### src/rtl/b64enc_pkg.sv
package b64enc_pkg;

  localparam int unsigned ByteW     = 8;
  localparam int unsigned CharW     = 7;
  localparam int unsigned SextetW   = 6;
  localparam int unsigned CarryW    = 4;
  localparam int unsigned MaxChars  = 4;
  localparam int unsigned SlotW     = 2;   // index of a char inside one entry
  localparam int unsigned CountW    = 3;   // 1..MaxChars
  localparam int unsigned FifoDepthDef = 2;

  // APB side
  localparam int unsigned PDataW    = 32;
  localparam int unsigned PAddrW    = 3;
  localparam int unsigned RegIdxLsb = 2;

  typedef enum logic [PAddrW-RegIdxLsb-1:0] {
    RegPadEnable = 1'b0
  } reg_idx_e;

  localparam logic [CharW-1:0] PadChar = CharW'(8'h3d);   // '='

  // Entry handed from the front to the back: up to four finished chars.
  typedef struct packed {
    logic [MaxChars-1:0][CharW-1:0] chars;
    logic [CountW-1:0]              count;
    logic                           last;
  } b64enc_entry_t;

  typedef struct packed {
    logic full;
    logic empty;
  } b64enc_fifo_stat_t;

  // Map one sextet onto the A-Z a-z 0-9 + / alphabet.
  function automatic logic [CharW-1:0] b64_char(input logic [SextetW-1:0] v);
    logic [CharW-1:0] r;
    if (v < SextetW'(26)) begin
      r = CharW'(8'h41) + CharW'(v);
    end else if (v < SextetW'(52)) begin
      r = CharW'(8'h61) + CharW'(v - SextetW'(26));
    end else if (v < SextetW'(62)) begin
      r = CharW'(8'h30) + CharW'(v - SextetW'(52));
    end else if (v == SextetW'(62)) begin
      r = CharW'(8'h2b);
    end else begin
      r = CharW'(8'h2f);
    end
    return r;
  endfunction

endpackage

### src/rtl/b64enc_byte_if.sv
interface b64enc_byte_if;
  logic                          valid;
  logic                          ready;
  logic [b64enc_pkg::ByteW-1:0]  in_byte;
  logic                          last_byte;

  modport source (output valid, in_byte, last_byte, input ready);
  modport sink   (input valid, in_byte, last_byte, output ready);
endinterface

### src/rtl/b64enc_char_if.sv
interface b64enc_char_if;
  logic                          valid;
  logic                          ready;
  logic [b64enc_pkg::CharW-1:0]  out_char;
  logic                          last_char;

  modport source (output valid, out_char, last_char, input ready);
  modport sink   (input valid, out_char, last_char, output ready);
endinterface

### src/rtl/b64enc_front.sv
module b64enc_front (
  input  logic                       clk_i,
  input  logic                       rst_ni,
  input  logic                       pad_enable_i,
  input  logic                       valid_i,
  input  logic [b64enc_pkg::ByteW-1:0] in_byte_i,
  input  logic                       last_byte_i,
  input  logic                       accept_i,
  output b64enc_pkg::b64enc_entry_t  entry_o
);
  import b64enc_pkg::*;

  typedef enum logic [1:0] {
    PhaseFirst  = 2'd0,
    PhaseSecond = 2'd1,
    PhaseThird  = 2'd2
  } phase_e;

  phase_e            phase_q, phase_d;
  logic [CarryW-1:0] carry_q, carry_d;
  b64enc_entry_t     entry;

  always_comb begin
    entry.chars = '{default: PadChar};
    entry.count = CountW'(1);
    entry.last  = last_byte_i;
    phase_d     = phase_q;
    carry_d     = carry_q;
    case (phase_q)
      PhaseSecond: begin
        entry.chars[0] = b64_char({carry_q[1:0], in_byte_i[7:4]});
        carry_d        = in_byte_i[3:0];
        phase_d        = PhaseThird;
        if (last_byte_i) begin
          entry.chars[1] = b64_char({in_byte_i[3:0], 2'b00});
          entry.count    = pad_enable_i ? CountW'(3) : CountW'(2);
        end
      end
      PhaseThird: begin
        entry.chars[0] = b64_char({carry_q, in_byte_i[7:6]});
        entry.chars[1] = b64_char(in_byte_i[5:0]);
        entry.count    = CountW'(2);
        carry_d        = '0;
        phase_d        = PhaseFirst;
      end
      default: begin
        // a stray phase code falls in here too and starts a new group
        entry.chars[0] = b64_char(in_byte_i[7:2]);
        carry_d        = {2'b00, in_byte_i[1:0]};
        phase_d        = PhaseSecond;
        if (last_byte_i) begin
          entry.chars[1] = b64_char({in_byte_i[1:0], 4'b0000});
          entry.count    = pad_enable_i ? CountW'(4) : CountW'(2);
        end
      end
    endcase
    if (last_byte_i) begin
      phase_d = PhaseFirst;
      carry_d = '0;
    end
  end

  assign entry_o = entry;

  always_ff @(posedge clk_i or negedge rst_ni) begin
    if (!rst_ni) begin
      phase_q <= PhaseFirst;
      carry_q <= '0;
    end else if (valid_i && accept_i) begin
      phase_q <= phase_d;
      carry_q <= carry_d;
    end
  end

endmodule

### src/rtl/b64enc_fifo.sv
module b64enc_fifo #(
  parameter int unsigned Depth = b64enc_pkg::FifoDepthDef
) (
  input  logic                          clk_i,
  input  logic                          rst_ni,
  input  logic                          push_i,
  input  b64enc_pkg::b64enc_entry_t     push_data_i,
  input  logic                          pop_i,
  output b64enc_pkg::b64enc_entry_t     head_o,
  output b64enc_pkg::b64enc_fifo_stat_t stat_o
);
  import b64enc_pkg::*;

  localparam int unsigned PtrW = (Depth > 1) ? $clog2(Depth) : 1;
  localparam int unsigned CntW = $clog2(Depth + 1);
  localparam logic [PtrW-1:0] LastPtr = PtrW'(Depth - 1);

  b64enc_entry_t   mem_q [Depth];
  logic [PtrW-1:0] wr_ptr_q, rd_ptr_q;
  logic [CntW-1:0] cnt_q;
  logic            do_push, do_pop;

  assign stat_o.full  = (cnt_q == CntW'(Depth));
  assign stat_o.empty = (cnt_q == '0);
  assign do_push      = push_i && !stat_o.full;
  assign do_pop       = pop_i && !stat_o.empty;
  assign head_o       = mem_q[rd_ptr_q];

  always_ff @(posedge clk_i) begin
    if (do_push) begin
      mem_q[wr_ptr_q] <= push_data_i;
    end
  end

  always_ff @(posedge clk_i or negedge rst_ni) begin
    if (!rst_ni) begin
      wr_ptr_q <= '0;
      rd_ptr_q <= '0;
      cnt_q    <= '0;
    end else begin
      if (do_push) begin
        wr_ptr_q <= (wr_ptr_q == LastPtr) ? '0 : wr_ptr_q + PtrW'(1);
      end
      if (do_pop) begin
        rd_ptr_q <= (rd_ptr_q == LastPtr) ? '0 : rd_ptr_q + PtrW'(1);
      end
      case ({do_push, do_pop})
        2'b10:   cnt_q <= cnt_q + CntW'(1);
        2'b01:   cnt_q <= cnt_q - CntW'(1);
        default: cnt_q <= cnt_q;
      endcase
    end
  end

endmodule

### src/rtl/b64enc_back.sv
module b64enc_back (
  input  logic                          clk_i,
  input  logic                          rst_ni,
  input  b64enc_pkg::b64enc_entry_t     head_i,
  input  b64enc_pkg::b64enc_fifo_stat_t stat_i,
  output logic                          pop_o,
  output logic                          valid_o,
  output logic [b64enc_pkg::CharW-1:0]  out_char_o,
  output logic                          last_char_o,
  input  logic                          ready_i
);
  import b64enc_pkg::*;

  logic [SlotW-1:0] slot_q;
  logic             valid_q;
  logic [CharW-1:0] char_q;
  logic             last_q;
  logic             load, take, final_slot;

  assign load       = !valid_q || ready_i;
  assign take       = load && !stat_i.empty;
  assign final_slot = ({1'b0, slot_q} == head_i.count - CountW'(1));
  assign pop_o      = take && final_slot;

  always_ff @(posedge clk_i or negedge rst_ni) begin
    if (!rst_ni) begin
      valid_q <= 1'b0;
      slot_q  <= '0;
    end else begin
      if (load) begin
        valid_q <= !stat_i.empty;
      end
      if (take) begin
        slot_q <= final_slot ? '0 : slot_q + SlotW'(1);
      end
    end
  end

  always_ff @(posedge clk_i) begin
    if (take) begin
      char_q <= head_i.chars[slot_q];
      last_q <= head_i.last && final_slot;
    end
  end

  assign valid_o     = valid_q;
  assign out_char_o  = char_q;
  assign last_char_o = last_q;

endmodule

### src/rtl/base64_stream_encoder_unit.sv
// Channel   | Dir | Beat                        | Handshake
// ----------+-----+-----------------------------+-------------------------------
// in_if     | in  | in_byte[7:0], last_byte     | valid/ready, taken on both high
// out_if    | out | out_char[6:0], last_char    | valid/ready, taken on both high
// APB       | in  | pwdata[0] = pad_enable      | setup + access, pready tied high
//
// A byte is taken whenever the entry queue has room; the front turns it
// into one to four characters at once. The back drains the queue through
// the output register at one character per cycle while out_if.ready is high;
// a byte yields one to four characters (four thirds on average in a message).
// Reset clears the group phase, the queue and the output register and sets
// pad_enable; no clearing pass. A stalled output holds its beat while the
// front keeps filling the queue; a full queue drops in_if.ready.
module base64_stream_encoder_unit #(
  parameter int unsigned FifoDepth = b64enc_pkg::FifoDepthDef
) (
  input  logic                             clk_i,
  input  logic                             rst_ni,
  b64enc_byte_if.sink                      in_if,
  b64enc_char_if.source                    out_if,
  input  logic                             psel,
  input  logic                             penable,
  input  logic                             pwrite,
  input  logic [b64enc_pkg::PAddrW-1:0]    paddr,
  input  logic [b64enc_pkg::PDataW-1:0]    pwdata,
  output logic [b64enc_pkg::PDataW-1:0]    prdata,
  output logic                             pready
);
  import b64enc_pkg::*;

  logic              pad_enable_q;
  logic              cfg_wr;
  reg_idx_e          reg_idx;
  b64enc_entry_t     entry, head;
  b64enc_fifo_stat_t fifo_stat;
  logic              pop;

  // Configuration: one register, written in the access phase.
  assign pready  = 1'b1;
  assign reg_idx = reg_idx_e'(paddr[PAddrW-1:RegIdxLsb]);
  assign cfg_wr  = psel && penable && pwrite && pready;

  always_ff @(posedge clk_i or negedge rst_ni) begin
    if (!rst_ni) begin
      pad_enable_q <= 1'b1;
    end else if (cfg_wr && (reg_idx == RegPadEnable)) begin
      pad_enable_q <= pwdata[0];
    end
  end

  always_comb begin
    case (reg_idx)
      RegPadEnable: prdata = {{(PDataW-1){1'b0}}, pad_enable_q};
      default:      prdata = '0;
    endcase
  end

  // Accept a byte whenever the queue has a free entry.
  assign in_if.ready = !fifo_stat.full;

  b64enc_front u_front (
    .clk_i        (clk_i),
    .rst_ni       (rst_ni),
    .pad_enable_i (pad_enable_q),
    .valid_i      (in_if.valid),
    .in_byte_i    (in_if.in_byte),
    .last_byte_i  (in_if.last_byte),
    .accept_i     (in_if.ready),
    .entry_o      (entry)
  );

  b64enc_fifo #(
    .Depth (FifoDepth)
  ) u_fifo (
    .clk_i       (clk_i),
    .rst_ni      (rst_ni),
    .push_i      (in_if.valid),
    .push_data_i (entry),
    .pop_i       (pop),
    .head_o      (head),
    .stat_o      (fifo_stat)
  );

  // Drain one character per cycle into the output register while out_if.ready is high.
  b64enc_back u_back (
    .clk_i       (clk_i),
    .rst_ni      (rst_ni),
    .head_i      (head),
    .stat_i      (fifo_stat),
    .pop_o       (pop),
    .valid_o     (out_if.valid),
    .out_char_o  (out_if.out_char),
    .last_char_o (out_if.last_char),
    .ready_i     (out_if.ready)
  );

endmodule

### src/flat_wrapper.sv
// flat-port wrapper written by rule: the top's interface ports become plain ports
module base64_stream_encoder_unit_flat import b64enc_pkg::*;
#(
  parameter int unsigned FifoDepth = b64enc_pkg::FifoDepthDef
)
  (clk_i, rst_ni, psel, penable, pwrite, paddr, pwdata, prdata, pready, in_if_valid, in_if_in_byte, in_if_last_byte, in_if_ready, out_if_valid, out_if_out_char, out_if_last_char, out_if_ready);
  b64enc_byte_if in_if_i ();
  b64enc_char_if out_if_i ();
  input  logic clk_i;
  input  logic rst_ni;
  input  logic psel;
  input  logic penable;
  input  logic pwrite;
  input  logic [b64enc_pkg::PAddrW-1:0] paddr;
  input  logic [b64enc_pkg::PDataW-1:0] pwdata;
  output logic [b64enc_pkg::PDataW-1:0] prdata;
  output logic pready;
  input wire logic [$bits(in_if_i.valid)-1:0] in_if_valid;
  input wire logic [$bits(in_if_i.in_byte)-1:0] in_if_in_byte;
  input wire logic [$bits(in_if_i.last_byte)-1:0] in_if_last_byte;
  output wire logic [$bits(in_if_i.ready)-1:0] in_if_ready;
  output wire logic [$bits(out_if_i.valid)-1:0] out_if_valid;
  output wire logic [$bits(out_if_i.out_char)-1:0] out_if_out_char;
  output wire logic [$bits(out_if_i.last_char)-1:0] out_if_last_char;
  input wire logic [$bits(out_if_i.ready)-1:0] out_if_ready;
  assign in_if_i.valid = in_if_valid;
  assign in_if_i.in_byte = in_if_in_byte;
  assign in_if_i.last_byte = in_if_last_byte;
  assign in_if_ready = in_if_i.ready;
  assign out_if_valid = out_if_i.valid;
  assign out_if_out_char = out_if_i.out_char;
  assign out_if_last_char = out_if_i.last_char;
  assign out_if_i.ready = out_if_ready;
  base64_stream_encoder_unit #(.FifoDepth(FifoDepth)) u_core (.clk_i(clk_i), .rst_ni(rst_ni), .in_if(in_if_i), .out_if(out_if_i), .psel(psel), .penable(penable), .pwrite(pwrite), .paddr(paddr), .pwdata(pwdata), .prdata(prdata), .pready(pready));
endmodule
### config.mk
export PLATFORM = sky130hd
export DESIGN_NAME = base64_stream_encoder_unit_flat
export DESIGN_NICKNAME = d
export VERILOG_FILES = /design/src/rtl/b64enc_pkg.sv /design/src/rtl/b64enc_byte_if.sv /design/src/rtl/b64enc_char_if.sv /design/src/rtl/b64enc_front.sv /design/src/rtl/b64enc_fifo.sv /design/src/rtl/b64enc_back.sv /design/src/rtl/base64_stream_encoder_unit.sv /design/src/flat_wrapper.sv
export SDC_FILE = /design/constraint.sdc
export NUM_CORES = 1
export LEC_CHECK = 0
export BUFFER_PORTS_ARGS = -buffer_cell sky130_fd_sc_hd__buf_2
export CAP_MARGIN = 30
export CORE_UTILIZATION = 51
export CTS_CLUSTER_SIZE = 8
export DETAILED_ROUTE_END_ITERATION = 7
export GPL_TIMING_DRIVEN = 0
export HOLD_SLACK_MARGIN = 0.15
export PLACE_DENSITY = 0.75
export SETUP_SLACK_MARGIN = 0.15
export SLEW_MARGIN = 20
export SYNTH_ARGS = -nofsm -noshare
export SYNTH_HDL_FRONTEND = slang
export SYNTH_SLANG_ARGS = --single-unit
### constraint.sdc
create_clock -name clk_i -period 2.7 [get_ports clk_i]
set_clock_uncertainty 0.15 [all_clocks]
set_input_delay 0.135 -clock clk_i [delete_from_list [all_inputs] [get_ports clk_i]]
set_output_delay 0.135 -clock clk_i [all_outputs]
set_load 0.01 [all_outputs]
**Yosys cells after proc, flatten, opt, wreduce, memory -nomap -nowiden**

Memories as Yosys holds them, arrays and structs flattened.
Cells that the tools add are included.

- Bits in registers: 22
- Memories kept: 1
- Output and inout bits: 43
- Memory bits (writable): 36
- Logic and storage cells: 133

Memories:

| name | depth | width | read ports | clocked after Yosys merged registers in | wr ports | line | text |
|---|---|---|---|---|---|---|---|
| u_core.u_fifo.mem_q | 2 | 18 | 1 | 0 | 1 | b64enc_fifo.sv:18 | `b64enc_entry_t mem_q [Depth];` |

- Reductions and logical operators: 14
- Bitwise logic cells: 1
- Eq/ne operators: 10
- Add/sub/neg operators: 36
- $lt $le $gt $ge: 19
- Muxes and demuxes: 42

Operator list:

| operator | number |
|---|---|
| 2-to-1 mux 7 bit | 21 |
| less-than comparator 6 bit, second input constant | 12 |
| adder 6 x 7 -> 7 bit, first input constant | 6 |
| adder 7 x 6 -> 7 bit, first input constant | 6 |
| adder 7 bit, first input constant | 6 |
| subtractor 6 x 5 -> 7 bit, second input constant | 6 |
| subtractor 6 x 6 -> 7 bit, second input constant | 6 |
| less-than comparator 6 x 5 -> 1 bit, second input constant | 6 |
| one-hot mux 17 bit (2 select lines) | 1 |
| equality test 6 bit, second input constant | 4 |
| 2-to-1 mux 3 bit | 6 |
| binary-select mux 7 bit (select 2 bit) | 1 |
| logical AND 1 bit | 8 |
| one-hot mux 2 bit (2 select lines) | 2 |
| one-hot mux 4 bit (2 select lines) | 1 |
| equality test 2 bit, second input constant | 3 |
| 2-to-1 mux 1 bit | 6 |
| 2-to-1 mux 2 bit | 3 |
| adder 2 x 1 -> 2 bit, second input constant | 2 |
| equality test 2 x 1 -> 1 bit, second input constant | 2 |
| 2-to-1 mux 4 bit | 1 |
| equality test 2 x 3 -> 1 bit | 1 |
| logical NOT 1 bit | 3 |
| less-than comparator 2 x 3 -> 1 bit, second input constant | 1 |
| other kinds (7) | 8 |

**Longest topological paths before layout**

- Depth in word-level cells: 7
- Mapped depth: 10
- Mapped depth without buffers: 9

**Modules after synthesis**

A second synthesis with hierarchy kept.

- Cells, all modules: 542
- Area, all modules: 5911.9 sq um

By module, submodules not included:

| module | cells each | area each (sq um) | times used |
|---|---|---|---|
| b64enc_fifo | 118 | 2658.8 | 1 |
| b64enc_front | 345 | 2312.2 | 1 |
| b64enc_back | 40 | 634.4 | 1 |
| base64_stream_encoder_unit | 39 | 306.5 | 1 |

**Least setup slack after synthesis**

Ideal clock, no wire load.

- Path type: register to register
- Start: register u_core.u_front.carry_q[0]
- End: memory u_core.u_fifo.mem_q[0][6] (netlist name), data pin
- Data required time: 2.381 ns
- Arrival: 2.046 ns
- Library setup time: 0.169 ns
- Period minus slack after synthesis: 2.365 ns
- Slack: 0.335 ns
- Path buffers: 2
- Stages on the path, launching flop included: 10
- Path through: dfrtp_1 -> clkbuf_1 -> inv_1 -> ha_1 -> and3b_1 -> buf_2 -> mux2_2 -> a21oi_1 -> a21oi_1 -> o211ai_1

RTL lines:

| item | line | text |
|---|---|---|
| start: declaration | b64enc_front.sv:20 | `logic [CarryW-1:0] carry_q, carry_d;` |
| start signal: assignment | b64enc_front.sv:71 | `carry_q <= carry_d;` |
| end: declaration | b64enc_fifo.sv:18 |  |

==> results.py <==
metrics = {
    "cells_and_area": {
        "n_antenna_cell": 0,
        "fin_nets": 631,
        "final_cell_mix": "44 x edfxtp_1, 38 x buf_4, 37 x buf_2",
        "drive_gt1_frac": 0.234,
        "fillers": 706,
        "syn_to_final_growth_pct": 18.3,
        "fin_util": 0.632,
        "final_cell_count_no_fill": 665,
        "final_common_cell": "edfxtp_1",
        "postLayoutCellArea_sq_mm": 0.00527,
    },
    "placed_design": {
        "placed_cells": 639,
        "hpwlAfterDp_um": 8280,
        "port_buffers": 28,
        "place.gp.congestion": 0.950,
        "place_area_sq_mm": 0.00485,
    },
    "floorplanning": {
        "die_area_sq_mm": 0.00911,
        "fp-row-count": 33,
        "core_sq_mm": 0.00834,
        "start_util": 0.534,
        "ios": 94,
        "die_h_um": 95.5,
        "die_width_um": 95.5,
    },
    "critical_path": {
        "cpPeakStageDelay_ns": 0.46,
        "cp_slowest_cell": "dfrtp_2",
        "end_kind": "register",
        "cp_max_fo": 10,
        "crit_family": "compound AO/OA/AOI/OAI gates",
        "arrival_ns": 2.52,
        "worst-path-buf-inv": 2,
        "start_kind": "register",
        "worst_ep_required_time_ns": 2.68,
        "critPathKind": "register to register",
        "path_cells": "ha_1 > buf_2 > nor2b_1 > buf_4 > a211o_1 > a311oi_4 > a2111oi_4 > a41oi_2",
    },
    "yosys": {
        "synthCells": 475,
        "synth-edff-count": 44,
        "syn_area_per_cell_sq_um": 9.38,
        "synth_seq_area_share": 0.375,
        "synth-async-reset-ratio": 0.241,
        "ys_seq_elements": 58,
        "synthFlopType": "edfxtp_1",
        "syn_area_sq_mm": 0.00446,
        "synth_cell_types": 63,
        "yosys_warnings": 0,
    },
    "power": {
        "p_leak_uw": 0.00218,
        "ir_worst_vdd_mv": 0.412,
        "pwr_density_cell_mw_per_mm2": 925,
    },
    "route": {
        "viasPerCell": 5.91,
        "drt-wirelength-per-cell_um": 16.8,
        "ant_nets": 0,
        "dr.pass1.iters": 6,
        "drc_errors": 0,
        "num_vias": 3929,
        "wl_um": 11200,
        "dr.first_iter.drc_count": 289,
    },
    "timing": {
        "worstMarginPinSlew_ns": 0.818,
        "post-route-min-period_ns": 2.53,
        "fmax_ghz": 0.395,
        "hold_viol": 0,
        "drv_slew": 0,
        "finalCritPeriodShare": 0.938,
        "relSlewSlack": 0.454,
        "setup-tns-final_ns": 0,
        "setup_viol": 0,
        "grt_setup_unrepaired": "true",
    },
    "clock_tree": {
        "clk_latency_ns": 0.34,
        "clock_path_buffers": 2,
        "clock-root-buffer": "clkbuf_8",
        "clk_pin_slew_ns": 0.07,
        "htreeDepth": 3,
        "cts.sinks": 58,
        "cts_tree": "done",
        "cts_buffers": 9,
    },
    "flow_run": {
        "maxCapViolCount": 0,
    },
    "min_path": {
        "hp-class": "input pin to register",
    },
    "global_routing": {
        "grtUsageTotal": 0.260,
        "antenna_found_initial": 0,
        "overflow": 0,
        "grt_pass1_vias": 3641,
        "grt_pass1_wl_um": 17900,
        "grt_max_degree": 19,
    },
    "run_status": {
        "outcome": "complete, no violations",
    },
}
-- Yosys cell counts (3+ instances only) --
cell type / count / area, sq um
edfxtp_1: 44 / 1320
nand2_1: 34 / 128
buf_4: 33 / 248
o21ai_0: 30 / 150
a21oi_1: 27 / 135
ha_1: 25 / 313
inv_1: 23 / 86.3
nor2_1: 23 / 86.3
clkbuf_1: 17 / 63.8
xnor2_1: 17 / 149
nand3_1: 16 / 80.1
nor3_1: 15 / 75.1
a31oi_1: 13 / 81.3
buf_2: 13 / 65.1
dfrtp_1: 13 / 325
a21o_1: 8 / 60.1
mux2i_1: 8 / 80.1
nor2b_1: 8 / 50.1
mux4_2: 7 / 158
nand2b_1: 6 / 37.5
nand4_1: 6 / 37.5
or3_1: 6 / 37.5
and3_1: 5 / 31.3
or2_2: 5 / 31.3
xor2_1: 5 / 43.8
a211oi_1: 4 / 30.0
a22o_1: 4 / 35.0
o221ai_1: 4 / 35.0
a211o_1: 3 / 26.3
mux2_2: 3 / 33.8
nand4b_1: 3 / 26.3
-- worst min-delay path, stage by stage --
cell      delay (ns)
buf_2           0.11
clkbuf_1        0.24
a22o_1          0.26
-- repair_timing --
action                                 4_1_cts  5_1_grt
endpoints found under the hold margin       22        0
hold buffers                                 8        0
setup endpoints to repair                   15       12
gates resized for setup                     17       17
pin swaps                                    1        4
setup buffers                                2        1
-- area by class of cell --
class | count | area, sq um | share of cell area
flip-flops and latches | 58 | 1680 | 0.318
repair buffers | 40 | 254 | 0.0482
inverters | 24 | 92.6 | 0.0176
clock inverters | 5 | 31.3 | 0.00593
multi-input cells | 357 | 2490 | 0.472
well taps | 105 | 131 | 0.0249
plain buffers | 65 | 425 | 0.0807
clock buffers | 11 | 174 | 0.0330
-- final timing paths --
kind,start,end,slack [ns],cells after the start
setup reg to reg,u_core.u_front.carry_q[1],u_core.u_fifo.mem_q[0][8],0.17,8
hold / removal,in_if_in_byte[0],u_core.u_front.carry_q[0],0.30,3
hold reg to reg,u_core.u_back.valid_o,u_core.u_back.valid_o,0.35,2
max in group asynchronous,rst_ni,u_core.u_front.carry_q[0],0.72,4
setup / recovery,u_core.u_front.carry_q[1],u_core.u_fifo.mem_q[0][8],0.17,8
min in group asynchronous,rst_ni,u_core.pad_enable_q,0.65,3
-- layer usage --
metal | GRT usage | share of wire | routed length (um) | vias up
met3 | 0.0303 | 0.046 | 512 | 40
met2 | 0.444 | 0.50 | 5550 | 172
met1 | 0.324 | 0.42 | 4710 | 1871
li1 | - | - | - | 1846
met5 | 0 | 0 | 0 | -
met4 | 0.131 | 0.038 | 428 | 0
-- where the power goes --
part / switching, uW / internal (uW)
Combinational: 1460 / 987
Clock: 345 / 443
Sequential: 152 / 1490
-- through the flow --
step / hold WS (ns) / power (uW) / worst slack, ns
6_report: 0.297 / 4880 / 0.167
5_1_grt: 0.299 / 5190 / 0.0856
4_1_cts: 0.281 / 4740 / 0.164
3_5_place_dp: -0.104 / 3820 / -0.516
3_3_place_gp: -0.104 / 3730 / -0.499
2_1_floorplan: -0.311 / 3180 / 0.335
-- cell families (layout without fill, tap and decap cells) --
family / Yosys count / after routing / share of synthesized area
other: 2 / 32 / 0.00169
XOR/XNOR: 22 / 22 / 0.0432
buffers and inverters: 90 / 145 / 0.109
AO/OA/AOI/OAI: 126 / 126 / 0.188
AND/OR/NAND/NOR: 134 / 134 / 0.151
multiplexers: 18 / 18 / 0.0609
flip-flops: 58 / 58 / 0.375
adder cells (fa/ha/maj): 25 / 25 / 0.0702
-- flip-flops by register name, indices dropped and copies added, names as in the netlist --
register                   count
u_core.u_fifo.mem_q           36
u_core.u_back.out_char_o       7
u_core.u_front.carry_q         4
u_core.u_back.slot_q           2
u_core.u_fifo.cnt_q            2
u_core.u_front.phase_q         2
u_core.pad_enable_q            1
u_core.u_back.last_char_o      1
u_core.u_back.valid_o          1
u_core.u_fifo.rd_ptr_q         1
u_core.u_fifo.wr_ptr_q         1
No activity file was read; power rests on OpenSTA's default activity.
